--- src/hw/rtl/plist_pkg.sv ---
// Shared types and constants for the positional list store.
// Holds the request and result payloads, status and operation codes and the sequencer states.
// Depends on nothing; every other file of the block refers to it by scoped names.
package plist_pkg;

	localparam int DEPTH_DEF = 16;

	typedef enum logic [1:0] {
		OP_INSERT  = 2'd0,
		OP_REMOVE  = 2'd1,
		OP_REVERSE = 2'd2,
		OP_SHOW    = 2'd3
	} op_e;

	typedef enum logic [1:0] {
		ST_OK     = 2'd0,
		ST_BADPOS = 2'd1,
		ST_EMPTY  = 2'd2,
		ST_FULL   = 2'd3
	} status_e;

	typedef struct packed {
		op_e                operation;
		logic signed [31:0] value;
		logic [7:0]         position;
	} request_t;

	typedef struct packed {
		status_e            status;
		logic signed [31:0] entry_value;
		logic [7:0]         entry_index;
		logic               last;
	} result_t;

	typedef struct packed {
		logic    valid;
		result_t res;
	} emit_t;

	typedef enum logic [3:0] {
		S_IDLE,
		S_INS_SHIFT,
		S_INS_WAIT,
		S_INS_PUT,
		S_REM_SHIFT,
		S_REM_DONE,
		S_REV_RA,
		S_REV_RB,
		S_REV_WA,
		S_REV_WB,
		S_SHOW,
		S_SHOW_DRAIN
	} state_e;

endpackage

--- src/hw/rtl/plist_mem.sv ---
// Entry storage of the positional list store: one write port and one registered read port.
// Depends on plist_pkg for its default depth; it is driven by the sequencer in plist_ctrl.
module plist_mem #(
	parameter int DEPTH = plist_pkg::DEPTH_DEF,
	localparam int AW = $clog2(DEPTH)
) (
	input  logic          clk,
	input  logic          we,
	input  logic [AW-1:0] waddr,
	input  logic [31:0]   wdata,
	input  logic [AW-1:0] raddr,
	output logic [31:0]   rdata
);

	logic [31:0] mem_q [DEPTH];
	logic [31:0] rdata_q;

	always_ff @(posedge clk) begin
		if (we) begin
			mem_q[waddr] <= wdata;
		end
		rdata_q <= mem_q[raddr];
	end

	assign rdata = rdata_q;

endmodule

--- src/hw/rtl/plist_ctrl.sv ---
// Sequencer of the positional list store with its shared step unit and list length register.
// Depends on plist_pkg; drives the ports of plist_mem and hands results to the top level.
module plist_ctrl #(
	parameter int DEPTH = plist_pkg::DEPTH_DEF,
	localparam int AW = $clog2(DEPTH),
	localparam int LW = $clog2(DEPTH + 1)
) (
	input  logic                clk,
	input  logic                arst_n,
	input  logic                start,
	input  plist_pkg::request_t request,
	output logic                busy,
	output logic                mem_we,
	output logic [AW-1:0]       mem_waddr,
	output logic [31:0]         mem_wdata,
	output logic [AW-1:0]       mem_raddr,
	input  logic [31:0]         mem_rdata,
	output plist_pkg::emit_t    emit
);

	typedef enum logic [1:0] {
		SRC_LO,
		SRC_HI,
		SRC_LEN
	} step_src_e;

	plist_pkg::state_e  state_q, state_d;
	logic [LW-1:0]      length_q, length_d;
	logic [LW-1:0]      lo_q, lo_d;
	logic [LW-1:0]      hi_q, hi_d;
	logic [LW-1:0]      pos_q, pos_d;
	logic signed [31:0] value_q, value_d;
	logic [31:0]        tmp_q;
	logic               wv_s1;
	logic [AW-1:0]      wa_s1;
	logic               shv_s1;
	logic [LW-1:0]      shi_s1;
	step_src_e          step_src;
	logic               step_dec;
	logic [LW-1:0]      step_x;
	logic [LW-1:0]      step_y;
	logic [LW-1:0]      n_m1;
	logic [LW-1:0]      pos_m1;
	logic [8:0]         pos9;
	logic [8:0]         n9;

	function automatic plist_pkg::result_t status_result(plist_pkg::status_e st);
		plist_pkg::result_t r;
		r.status      = st;
		r.entry_value = '0;
		r.entry_index = '0;
		r.last        = 1'b1;
		return r;
	endfunction

	always_comb begin
		case (step_src)
			SRC_LO:  step_x = lo_q;
			SRC_HI:  step_x = hi_q;
			SRC_LEN: step_x = length_q;
			default: step_x = lo_q;
		endcase
		step_y = step_x + (step_dec ? {LW{1'b1}} : LW'(1));
	end

	assign n_m1   = length_q - LW'(1);
	assign pos_m1 = pos_q - LW'(1);
	assign pos9   = {1'b0, request.position};
	assign n9     = 9'(length_q);
	assign busy   = (state_q != plist_pkg::S_IDLE);

	always_comb begin
		state_d   = state_q;
		length_d  = length_q;
		lo_d      = lo_q;
		hi_d      = hi_q;
		pos_d     = pos_q;
		value_d   = value_q;
		step_src  = SRC_LO;
		step_dec  = 1'b0;
		mem_we    = wv_s1;
		mem_waddr = wa_s1;
		mem_wdata = mem_rdata;
		mem_raddr = lo_q[AW-1:0];
		emit      = '0;
		if (shv_s1) begin
			emit.valid           = 1'b1;
			emit.res.status      = plist_pkg::ST_OK;
			emit.res.entry_value = mem_rdata;
			emit.res.entry_index = 8'(shi_s1) + 8'd1;
			emit.res.last        = (state_q == plist_pkg::S_SHOW_DRAIN);
		end
		case (state_q)
			plist_pkg::S_IDLE: begin
				if (start) begin
					case (request.operation)
						plist_pkg::OP_INSERT: begin
							if (pos9 == 9'd0 || pos9 > n9 + 9'd1) begin
								emit.valid = 1'b1;
								emit.res   = status_result(plist_pkg::ST_BADPOS);
							end else if (n9 == 9'(DEPTH)) begin
								emit.valid = 1'b1;
								emit.res   = status_result(plist_pkg::ST_FULL);
							end else begin
								value_d = request.value;
								pos_d   = request.position[LW-1:0];
								lo_d    = length_q;
								state_d = (n9 >= pos9) ? plist_pkg::S_INS_SHIFT
									: plist_pkg::S_INS_PUT;
							end
						end
						plist_pkg::OP_REMOVE: begin
							if (pos9 == 9'd0) begin
								emit.valid = 1'b1;
								emit.res   = status_result(plist_pkg::ST_BADPOS);
							end else if (n9 == 9'd0) begin
								emit.valid = 1'b1;
								emit.res   = status_result(plist_pkg::ST_EMPTY);
							end else if (pos9 > n9) begin
								emit.valid = 1'b1;
								emit.res   = status_result(plist_pkg::ST_BADPOS);
							end else begin
								lo_d    = request.position[LW-1:0] - LW'(1);
								state_d = (pos9 == n9) ? plist_pkg::S_REM_DONE
									: plist_pkg::S_REM_SHIFT;
							end
						end
						plist_pkg::OP_REVERSE: begin
							if (n9 == 9'd0) begin
								emit.valid = 1'b1;
								emit.res   = status_result(plist_pkg::ST_EMPTY);
							end else if (n9 == 9'd1) begin
								emit.valid = 1'b1;
								emit.res   = status_result(plist_pkg::ST_OK);
							end else begin
								step_src = SRC_LEN;
								step_dec = 1'b1;
								lo_d     = '0;
								hi_d     = step_y;
								state_d  = plist_pkg::S_REV_RA;
							end
						end
						plist_pkg::OP_SHOW: begin
							if (n9 == 9'd0) begin
								emit.valid = 1'b1;
								emit.res   = status_result(plist_pkg::ST_EMPTY);
							end else begin
								lo_d    = '0;
								state_d = plist_pkg::S_SHOW;
							end
						end
						default: begin
						end
					endcase
				end
			end
			plist_pkg::S_INS_SHIFT: begin
				step_dec  = 1'b1;
				mem_raddr = step_y[AW-1:0];
				if (lo_q == pos_q) begin
					state_d = plist_pkg::S_INS_WAIT;
				end else begin
					lo_d = step_y;
				end
			end
			plist_pkg::S_INS_WAIT: begin
				state_d = plist_pkg::S_INS_PUT;
			end
			plist_pkg::S_INS_PUT: begin
				mem_we     = 1'b1;
				mem_waddr  = pos_m1[AW-1:0];
				mem_wdata  = value_q;
				step_src   = SRC_LEN;
				length_d   = step_y;
				emit.valid = 1'b1;
				emit.res   = status_result(plist_pkg::ST_OK);
				state_d    = plist_pkg::S_IDLE;
			end
			plist_pkg::S_REM_SHIFT: begin
				mem_raddr = step_y[AW-1:0];
				if (step_y == n_m1) begin
					state_d = plist_pkg::S_REM_DONE;
				end else begin
					lo_d = step_y;
				end
			end
			plist_pkg::S_REM_DONE: begin
				step_src   = SRC_LEN;
				step_dec   = 1'b1;
				length_d   = step_y;
				emit.valid = 1'b1;
				emit.res   = status_result(plist_pkg::ST_OK);
				state_d    = plist_pkg::S_IDLE;
			end
			plist_pkg::S_REV_RA: begin
				state_d = plist_pkg::S_REV_RB;
			end
			plist_pkg::S_REV_RB: begin
				mem_raddr = hi_q[AW-1:0];
				state_d   = plist_pkg::S_REV_WA;
			end
			plist_pkg::S_REV_WA: begin
				mem_we    = 1'b1;
				mem_waddr = lo_q[AW-1:0];
				mem_wdata = mem_rdata;
				lo_d      = step_y;
				state_d   = plist_pkg::S_REV_WB;
			end
			plist_pkg::S_REV_WB: begin
				mem_we    = 1'b1;
				mem_waddr = hi_q[AW-1:0];
				mem_wdata = tmp_q;
				step_src  = SRC_HI;
				step_dec  = 1'b1;
				hi_d      = step_y;
				if (lo_q < step_y) begin
					state_d = plist_pkg::S_REV_RA;
				end else begin
					emit.valid = 1'b1;
					emit.res   = status_result(plist_pkg::ST_OK);
					state_d    = plist_pkg::S_IDLE;
				end
			end
			plist_pkg::S_SHOW: begin
				if (lo_q == n_m1) begin
					state_d = plist_pkg::S_SHOW_DRAIN;
				end else begin
					lo_d = step_y;
				end
			end
			plist_pkg::S_SHOW_DRAIN: begin
				state_d = plist_pkg::S_IDLE;
			end
			default: begin
				state_d = plist_pkg::S_IDLE;
			end
		endcase
	end

	always_ff @(posedge clk or negedge arst_n) begin
		if (!arst_n) begin
			state_q  <= plist_pkg::S_IDLE;
			length_q <= '0;
			wv_s1    <= 1'b0;
			shv_s1   <= 1'b0;
		end else begin
			state_q  <= state_d;
			length_q <= length_d;
			wv_s1    <= (state_q == plist_pkg::S_INS_SHIFT) || (state_q == plist_pkg::S_REM_SHIFT);
			shv_s1   <= (state_q == plist_pkg::S_SHOW);
		end
	end

	always_ff @(posedge clk) begin
		lo_q    <= lo_d;
		hi_q    <= hi_d;
		pos_q   <= pos_d;
		value_q <= value_d;
		wa_s1   <= lo_q[AW-1:0];
		shi_s1  <= lo_q;
		if (state_q == plist_pkg::S_REV_RB) begin
			tmp_q <= mem_rdata;
		end
	end

endmodule

--- src/hw/rtl/positional_list_store.sv ---
// Top level of the positional list store: an ordered list of signed 32-bit values.
// Depends on plist_pkg, plist_mem and plist_ctrl.
//
// A request (insert, remove, reverse or show) is taken at a rising edge where start is high
// and busy is low. Every result appears on result for exactly one cycle with strobe high;
// the receiver cannot hold results back, and result.last marks the final result of a request.
// Rejected requests (bad position, empty, full) and a reverse of one entry answer in the cycle
// after acceptance without raising busy, so a new request may follow at once.
// The entries sit in a single-port-read memory, so the sequencer moves one entry per cycle
// through a shared step adder while shifting or showing; reverse swaps pairs of entries:
//   insert at p into n entries: entries p to n shift up, last first (none when appending),
//   then the value is written; remove at p: the entries after p shift down, then the length drops,
//   reverse: floor(n/2) pairs, outermost first, each by read A, read B, write A, write B,
//   show: entries delivered in order from the first, one entry per cycle.
// Reset clears the list length; stored entries need no clearing.
module positional_list_store #(
	parameter int DEPTH = plist_pkg::DEPTH_DEF
) (
	input  logic                clk,
	input  logic                arst_n,
	input  logic                start,
	input  plist_pkg::request_t request,
	output logic                busy,
	output logic                strobe,
	output plist_pkg::result_t  result
);

	localparam int AW = $clog2(DEPTH);

	logic               mem_we;
	logic [AW-1:0]      mem_waddr;
	logic [31:0]        mem_wdata;
	logic [AW-1:0]      mem_raddr;
	logic [31:0]        mem_rdata;
	plist_pkg::emit_t   emit;
	logic               strobe_q;
	plist_pkg::result_t result_q;

	plist_ctrl #(
		.DEPTH(DEPTH)
	) u_ctrl (
		.clk      (clk),
		.arst_n   (arst_n),
		.start    (start),
		.request  (request),
		.busy     (busy),
		.mem_we   (mem_we),
		.mem_waddr(mem_waddr),
		.mem_wdata(mem_wdata),
		.mem_raddr(mem_raddr),
		.mem_rdata(mem_rdata),
		.emit     (emit)
	);

	plist_mem #(
		.DEPTH(DEPTH)
	) u_mem (
		.clk  (clk),
		.we   (mem_we),
		.waddr(mem_waddr),
		.wdata(mem_wdata),
		.raddr(mem_raddr),
		.rdata(mem_rdata)
	);

	always_ff @(posedge clk or negedge arst_n) begin
		if (!arst_n) begin
			strobe_q <= 1'b0;
		end else begin
			strobe_q <= emit.valid;
		end
	end

	always_ff @(posedge clk) begin
		if (emit.valid) begin
			result_q <= emit.res;
		end
	end

	assign strobe = strobe_q;
	assign result = result_q;

	a_error_is_last: assert property (@(posedge clk) disable iff (!arst_n)
		strobe && result.status != plist_pkg::ST_OK |-> result.last)
		else $error("A status-only result was not marked as the last one.");

	a_error_no_entry: assert property (@(posedge clk) disable iff (!arst_n)
		strobe && result.status != plist_pkg::ST_OK |->
		result.entry_value == 32'sd0 && result.entry_index == 8'd0)
		else $error("A failed request carried an entry value or index.");

	a_request_progresses: assert property (@(posedge clk) disable iff (!arst_n)
		start && !busy |=> strobe || busy)
		else $error("An accepted request neither answered nor kept the block busy.");

	a_show_contiguous: assert property (@(posedge clk) disable iff (!arst_n)
		strobe && !result.last |=>
		strobe && result.entry_index == $past(result.entry_index) + 8'd1)
		else $error("Shown entries were not delivered on consecutive cycles in order.");

endmodule
--- config.mk ---
export PLATFORM = sky130hd
export DESIGN_NAME = positional_list_store
export DESIGN_NICKNAME = d
export VERILOG_FILES = /design/src/hw/rtl/plist_pkg.sv /design/src/hw/rtl/plist_mem.sv /design/src/hw/rtl/plist_ctrl.sv /design/src/hw/rtl/positional_list_store.sv
export SDC_FILE = /design/constraint.sdc
export NUM_CORES = 1
export LEC_CHECK = 0
export ABC_AREA = 1
export BUFFER_PORTS_ARGS = -buffer_cell sky130_fd_sc_hd__buf_2
export CAP_MARGIN = 0
export CORE_ASPECT_RATIO = 0.8
export CORE_MARGIN = 2
export CORE_UTILIZATION = 50
export CTS_CLUSTER_SIZE = 20
export DETAILED_ROUTE_END_ITERATION = 7
export PLACE_DENSITY = 0.75
export SYNTH_ARGS = -nofsm -noshare
export SYNTH_HDL_FRONTEND = slang
export SYNTH_HIERARCHICAL = 1
export SYNTH_SLANG_ARGS = --single-unit
--- constraint.sdc ---
create_clock -name clk -period 13.8 [get_ports clk]
set_clock_uncertainty 0.1 [all_clocks]
set_input_delay 0.69 -clock clk [delete_from_list [all_inputs] [get_ports clk]]
set_output_delay 0.69 -clock clk [all_outputs]
set_load 0.02 [all_outputs]
### Yosys cells after proc, flatten, opt, wreduce, memory -nomap -nowiden

Memory sizes are Yosys's and may differ from the RTL's. A register that Yosys moved wholly into a read port is not among the register bits.
Index checks and enable logic that the tools add are counted.

| storage, ports and cells | value |
|---|---|
| flip-flop bits (word level) | 143 |
| bits in writable memories | 512 |
| input port bits | 45 |
| output and inout bits | 45 |
| logic and storage cells | 153 |
| memories | 1 |

| operators by class | value |
|---|---|
| add/sub/neg operators | 6 |
| order comparisons | 4 |
| eq/ne operators | 40 |
| multiplexer cells | 67 |
| bitwise gates (word level) | 2 |
| reductions and logical operators | 17 |

Memory list:

| memory | words | width | rd ports | clocked after Yosys merged registers in | write ports | line | source |
|---|---|---|---|---|---|---|---|
| u_mem.mem_q | 16 | 32 | 1 | 1 | 1 | plist_mem.sv:15 | `logic [31:0] mem_q [DEPTH];` |

Operator list:

| operator | count |
|---|---|
| $mux 44 | 11 |
| $pmux 44 s4 | 1 |
| $pmux 44 s3 | 1 |
| $mux 5 | 17 |
| $pmux 32 s2 | 1 |
| $mux 4 | 12 |
| $pmux 4 s9 | 1 |
| $pmux 5 s5 | 1 |
| $ne 3x3->1 const B | 8 |
| $pmux 5 s2 | 2 |
| $pmux 5 s4 | 1 |
| $logic_not 9->1 | 2 |
| $eq 4x3->1 const B | 4 |
| $eq 4x4->1 const B | 4 |
| $pmux 4 s4 | 1 |
| $eq 5x5->1 | 3 |
| $ne 2x2->1 const B | 7 |
| $reduce_and 13->1 | 1 |
| $add 5x1->6 const B | 2 |
| $pmux 4 s3 | 1 |
| $reduce_and 12->1 | 1 |
| $mux 2 | 5 |
| $reduce_and 5->1 | 2 |
| $sub 5x1->5 const B | 2 |
| 28 further kinds | 45 |

### Longest topological paths before layout

| depth | value |
|---|---|
| depth after elaboration | 14 |
| gate-level depth with buffers | 29 |
| gate-level depth less buffers | 26 |

### By module

The synthesis kept the hierarchy.

Modules (own cells, without submodules):

| module | times used | cells an instance | area each (um2) | sequential area each (um2) |
|---|---|---|---|---|
| plist_mem | 1 | 2122 | 22745.6 | 16015.4 |
| plist_ctrl | 1 | 718 | 6049.6 | 2747.6 |
| positional_list_store | 1 | 44 | 1316.3 | 1316.3 |

### Least setup slack after synthesis

Ideal clock, no wire load.

| path | value |
|---|---|
| path kind | input to register |
| start | in request[40] (netlist name) |
| end | reg result_q, in the netlist result[0], enable pin |
| setup time | 0.667 ns |
| arrival | 4.563 ns |
| required time | 13.033 ns |
| setup slack | 8.470 ns |
| stages | 25 |
| buffers on the path | 0 |
| path through | inv_1 -> ha_1 -> inv_1 -> nor2_4 -> nand4_4 -> nand2_1 -> inv_1 -> ha_1 -> inv_1 -> nand3_1 -> nand2_1 -> fa_1 -> xnor2_1 -> inv_1 -> ha_1 -> nand2_1 -> nand2_1 -> nand2_1 -> nand2_1 -> nand2_1 -> nand2_1 -> nand2_2 -> nand2_1 -> nand2_1 -> nand3_1 |

RTL lines:

| what | line | source |
|---|---|---|
| start, declared | positional_list_store.sv:22 | `input plist_pkg::request_t request,` |
| end signal, assigned | positional_list_store.sv:76 | `result_q <= emit.res;` |
| end, declared | positional_list_store.sv:37 | `plist_pkg::result_t result_q;` |

### Worst setup path in the final report

| path | value |
|---|---|
| start | reg u_ctrl.state_q[1] |
| end | reg u_mem.rdata_q[28], in the netlist u_mem/rdata[28], read port of u_mem.mem_q |

| on the way | value |
|---|---|
| word-level cells in the longest chain between the ends | 7 |
| elaborated cells between the ends (all ways) | 18 |
| classes of those cells | add/sub: 1; eq/ne: 8; mux: 5; reduce/logical: 4 |

Ends and longest elaborated chain:

| what | line | source |
|---|---|---|
| start, declared | plist_ctrl.sv:27 | `plist_pkg::state_e state_q, state_d;` |
| start signal, assigned | plist_ctrl.sv:242 | `state_q <= plist_pkg::S_IDLE;` |
| start signal, assigned | plist_ctrl.sv:247 | `state_q <= state_d;` |
| $eq 4x2->1 or $eq 4x3->1 (tied branches) | plist_ctrl.sv:93 | `case (state_q)` |
| $reduce_or 2->1 (no source line) | n/a |  |
| $pmux 2 s3 | plist_ctrl.sv:93 |  |
| $eq 2x2->1 or $eq 2x1->1 (tied branches) | plist_ctrl.sv:57 | `case (step_src)` |
| $pmux 5 s2 | plist_ctrl.sv:57 |  |
| $add 5x5->5 | plist_ctrl.sv:63 | `step_y = step_x + (step_dec ? {LW{1'b1}} : LW'(1));` |
| $pmux 4 s2 (*) | plist_ctrl.sv:93 |  |
| net mem_raddr[1] | positional_list_store.sv:33 | `logic [AW-1:0] mem_raddr;` |
| end, declared | plist_mem.sv:16 | `logic [31:0] rdata_q;` |

The timed path passes the listed nets; every way through them passes the cells marked *.
A chain may end at the register's enable or synchronous reset.

==> metrics.yaml <==
ys_types: 54
finalMaxSlewViolations: 0
io_buffers: 89
final_cells: 3788
clkTransAtPathRegs_ns: 0.06
yosys-top-cells-area: "edfxtp_1 63%, nand2_1 11%, nand3_1 6.9%, inv_1 6.0%, dfxtp_1 2.5%"
rows: 80
cp.buffers_inverters: 8
rsz0062_at_grt: "no"
antennaDiodeCount: 0
crit_chain: "nand2_1, inv_2, nand2_2, inv_2, a21oi_2, nand2_1, inv_1, ha_1, inv_1, nand3_1, nand2_1, fa_1, inv_1, a22oi_1, o21ai_4, buf_4, inv_4, buf_4, nand3_1, nand3_1, nand3_1, nand2_1"
whs_path_depth: 1
place_congestion: 0.920
drive_gt1_share_pct: 9.74
cts_max_path_buffers: 3
worst_slew_pin_slew_ns: 1.27
synthMostInstantiatedCell: "nand2_1"
dp_hpwl_um: 39100
cp_max_fo: 92
critPathSlowestCell: "buf_4"
grt.overflow.total: 0
slew_headroom_pct: 15.2
clk_latency_ns: 0.61
num-fill-cells: 4796
setup_violations: 0
register_area_um2: 20100
preCtsSetupSlack_ns: 7.63
start_util_pct: 50.6
worst-r2r-cell-count: 22
vias: 20400
cts_resized: 0
synth_edf_count: 634
netlist_instances: 2884
crit_path_end_kind: "flip-flop"
hp-class: "input pin to flip-flop"
async_flop_share_pct: 1.76
cts_buffers: 69
ys_ff_latch: 683
grt_pass1_wl_um: 112000
period_minus_slack_ns: 6.36
antenna_found_initial: 0
crit_path_start_kind: "flip-flop"
core_area_um2: 59600
slowest_delay_ns: 0.96
viasPerCell: 5.37
cp_top_family: "buffers and inverters"
fp.dieArea_um2: 62200
final_nets: 3032
hold_viol: 0
synth.largest_area_cell: "edfxtp_1"
fin_ws_ns: 7.44
synth_top_area_share_pct: 63.2
htreeDepth: 3
die_h_um: 223
area_growth_pct: 10.9
io_pins: 90
drt_iter0_drc: 3033
synth_ff_type: "edfxtp_1"
drc: 0
critPathKind: "flip-flop to flip-flop"
multi_input_area_um2: 7540
place_inst: 3662
antenna_left: 0
arrival_ns: 6.81
yosysSeqAreaShare_pct: 66.7
finalCritPeriodShare_pct: 46.1
max_cap_violations: 0
path_depth: 22
grt_usage_pct: 23.8
wire_per_inst_um: 19.5
fp.dieW_um: 278
status: "finished, final reports clean"
worstPathRequired_ns: 14.25
tritoncts: "built"
syn_avg_cell_area_um2: 10.4
setup_tns_ns: 0
grt_max_degree: 221
routed_wirelength_um: 73900
first_pass_iters: 8
synth.cell_area_um2: 30100
clock_sinks: 683
grt_pass1_vias: 19100
ys_warn_count: 6
fmax_ghz: 0.157
root_buffer: "clkbuf_16"
synthTopCellsByCount: "880 x nand2_1, 634 x edfxtp_1, 481 x inv_1"
[cells in the final DEF, fill, tap and decap left out, drive strengths merged]
cell type / instances
nor2: 104
a211o: 1
xor2: 12
fa: 1
o21ai: 28
dlygate4sd3: 1
clkbuf: 89
nand3b: 3
a221o: 3
nand4: 9
nand3: 421
a21oi: 16
a21boi: 1
a22oi: 4
or2: 1
dfxtp: 37
nor4: 2
nand2: 889
clkinv: 25
clkinvlp: 1
dfrtp: 12
buf: 124
and3: 3
a31oi: 2
o211ai: 25
o2111ai: 2
a221oi: 1
o32ai: 1
bufinv: 5
conb: 2
o22ai: 3
edfxtp: 634
nor3: 6
a211oi: 1
a22o: 1
o221ai: 2
inv: 499
xnor2: 7
ha: 31
[state kept, by name, indices dropped and copies added, names as in the netlist]
signal / flops
u_ctrl/shv_s1: 1
u_ctrl/shi_s1: 5
u_mem/mem_q: 512
u_ctrl/value_q: 32
u_ctrl/tmp_q: 32
u_ctrl/state_q: 4
u_mem/rdata: 32
u_ctrl/length_q: 5
u_ctrl/pos_q: 5
strobe: 1
u_ctrl/lo_q: 5
result: 43
u_ctrl/wv_s1: 1
u_ctrl/hi_q: 5
[cell families after synthesis]
kind of cell	after synthesis	share of synthesized area, %
fa+ha+maj	32	1.35
simple gates	1438	20.5
flops	683	66.7
compound gates	91	1.95
xor+xnor	19	0.553
buf+inv	620	8.93
other cells	1	0.0125
[per-stage QoR]
step,cell area (um^2),utilization [%],hold WS (ns)
floorplan,30100,-,0.246
global placement,31200,52.3,0.310
detailed placement,31200,52.3,0.315
CTS,33400,56.1,0.125
global route,33400,56.1,0.126
finish,33400,56.1,0.154
[metal layers]
layer	up-vias	global-route usage (%)	part of all wire, %
li1	9542	-	-
met1	9510	34.4	41
met2	1148	35.6	44
met3	150	5.81	12
met4	0	7.24	2.6
met5	-	0	0
[worst paths after layout]
path	start	endpoint	slack (ns)
max	u_ctrl/state_q[1]	u_mem/rdata[28]	7.44
min	request[16]	u_ctrl/value_q[8]	0.15
max reg2reg	u_ctrl/state_q[1]	u_mem/rdata[28]	7.44
min reg2reg	u_mem/rdata[3]	u_ctrl/tmp_q[3]	0.32
max in group asynchronous	arst_n	u_ctrl/wv_s1	12.94
min in group asynchronous	arst_n	u_ctrl/state_q[1]	0.41
[cell type report]
| type | instances | share of cell area [%] |
|---|---|---|
| Clock buffer | 89 | 5.58 |
| Clock inverter | 36 | 1.01 |
| Inverter | 494 | 5.58 |
| Multi-Input combinational cell | 1582 | 22.6 |
| Sequential cell | 683 | 60.1 |
| Tap cell | 779 | 2.92 |
| Timing Repair Buffer | 125 | 2.19 |
[what timing repair did]
item | in CTS | in global routing
buffers inserted | 0 | 0
hold buffers | 1 | 0
hold endpoints to repair | 12 | 0
Power is left out: the tool's default activity adds up to more than one toggle a clock period on the data nets, which glitch-free logic cannot reach.
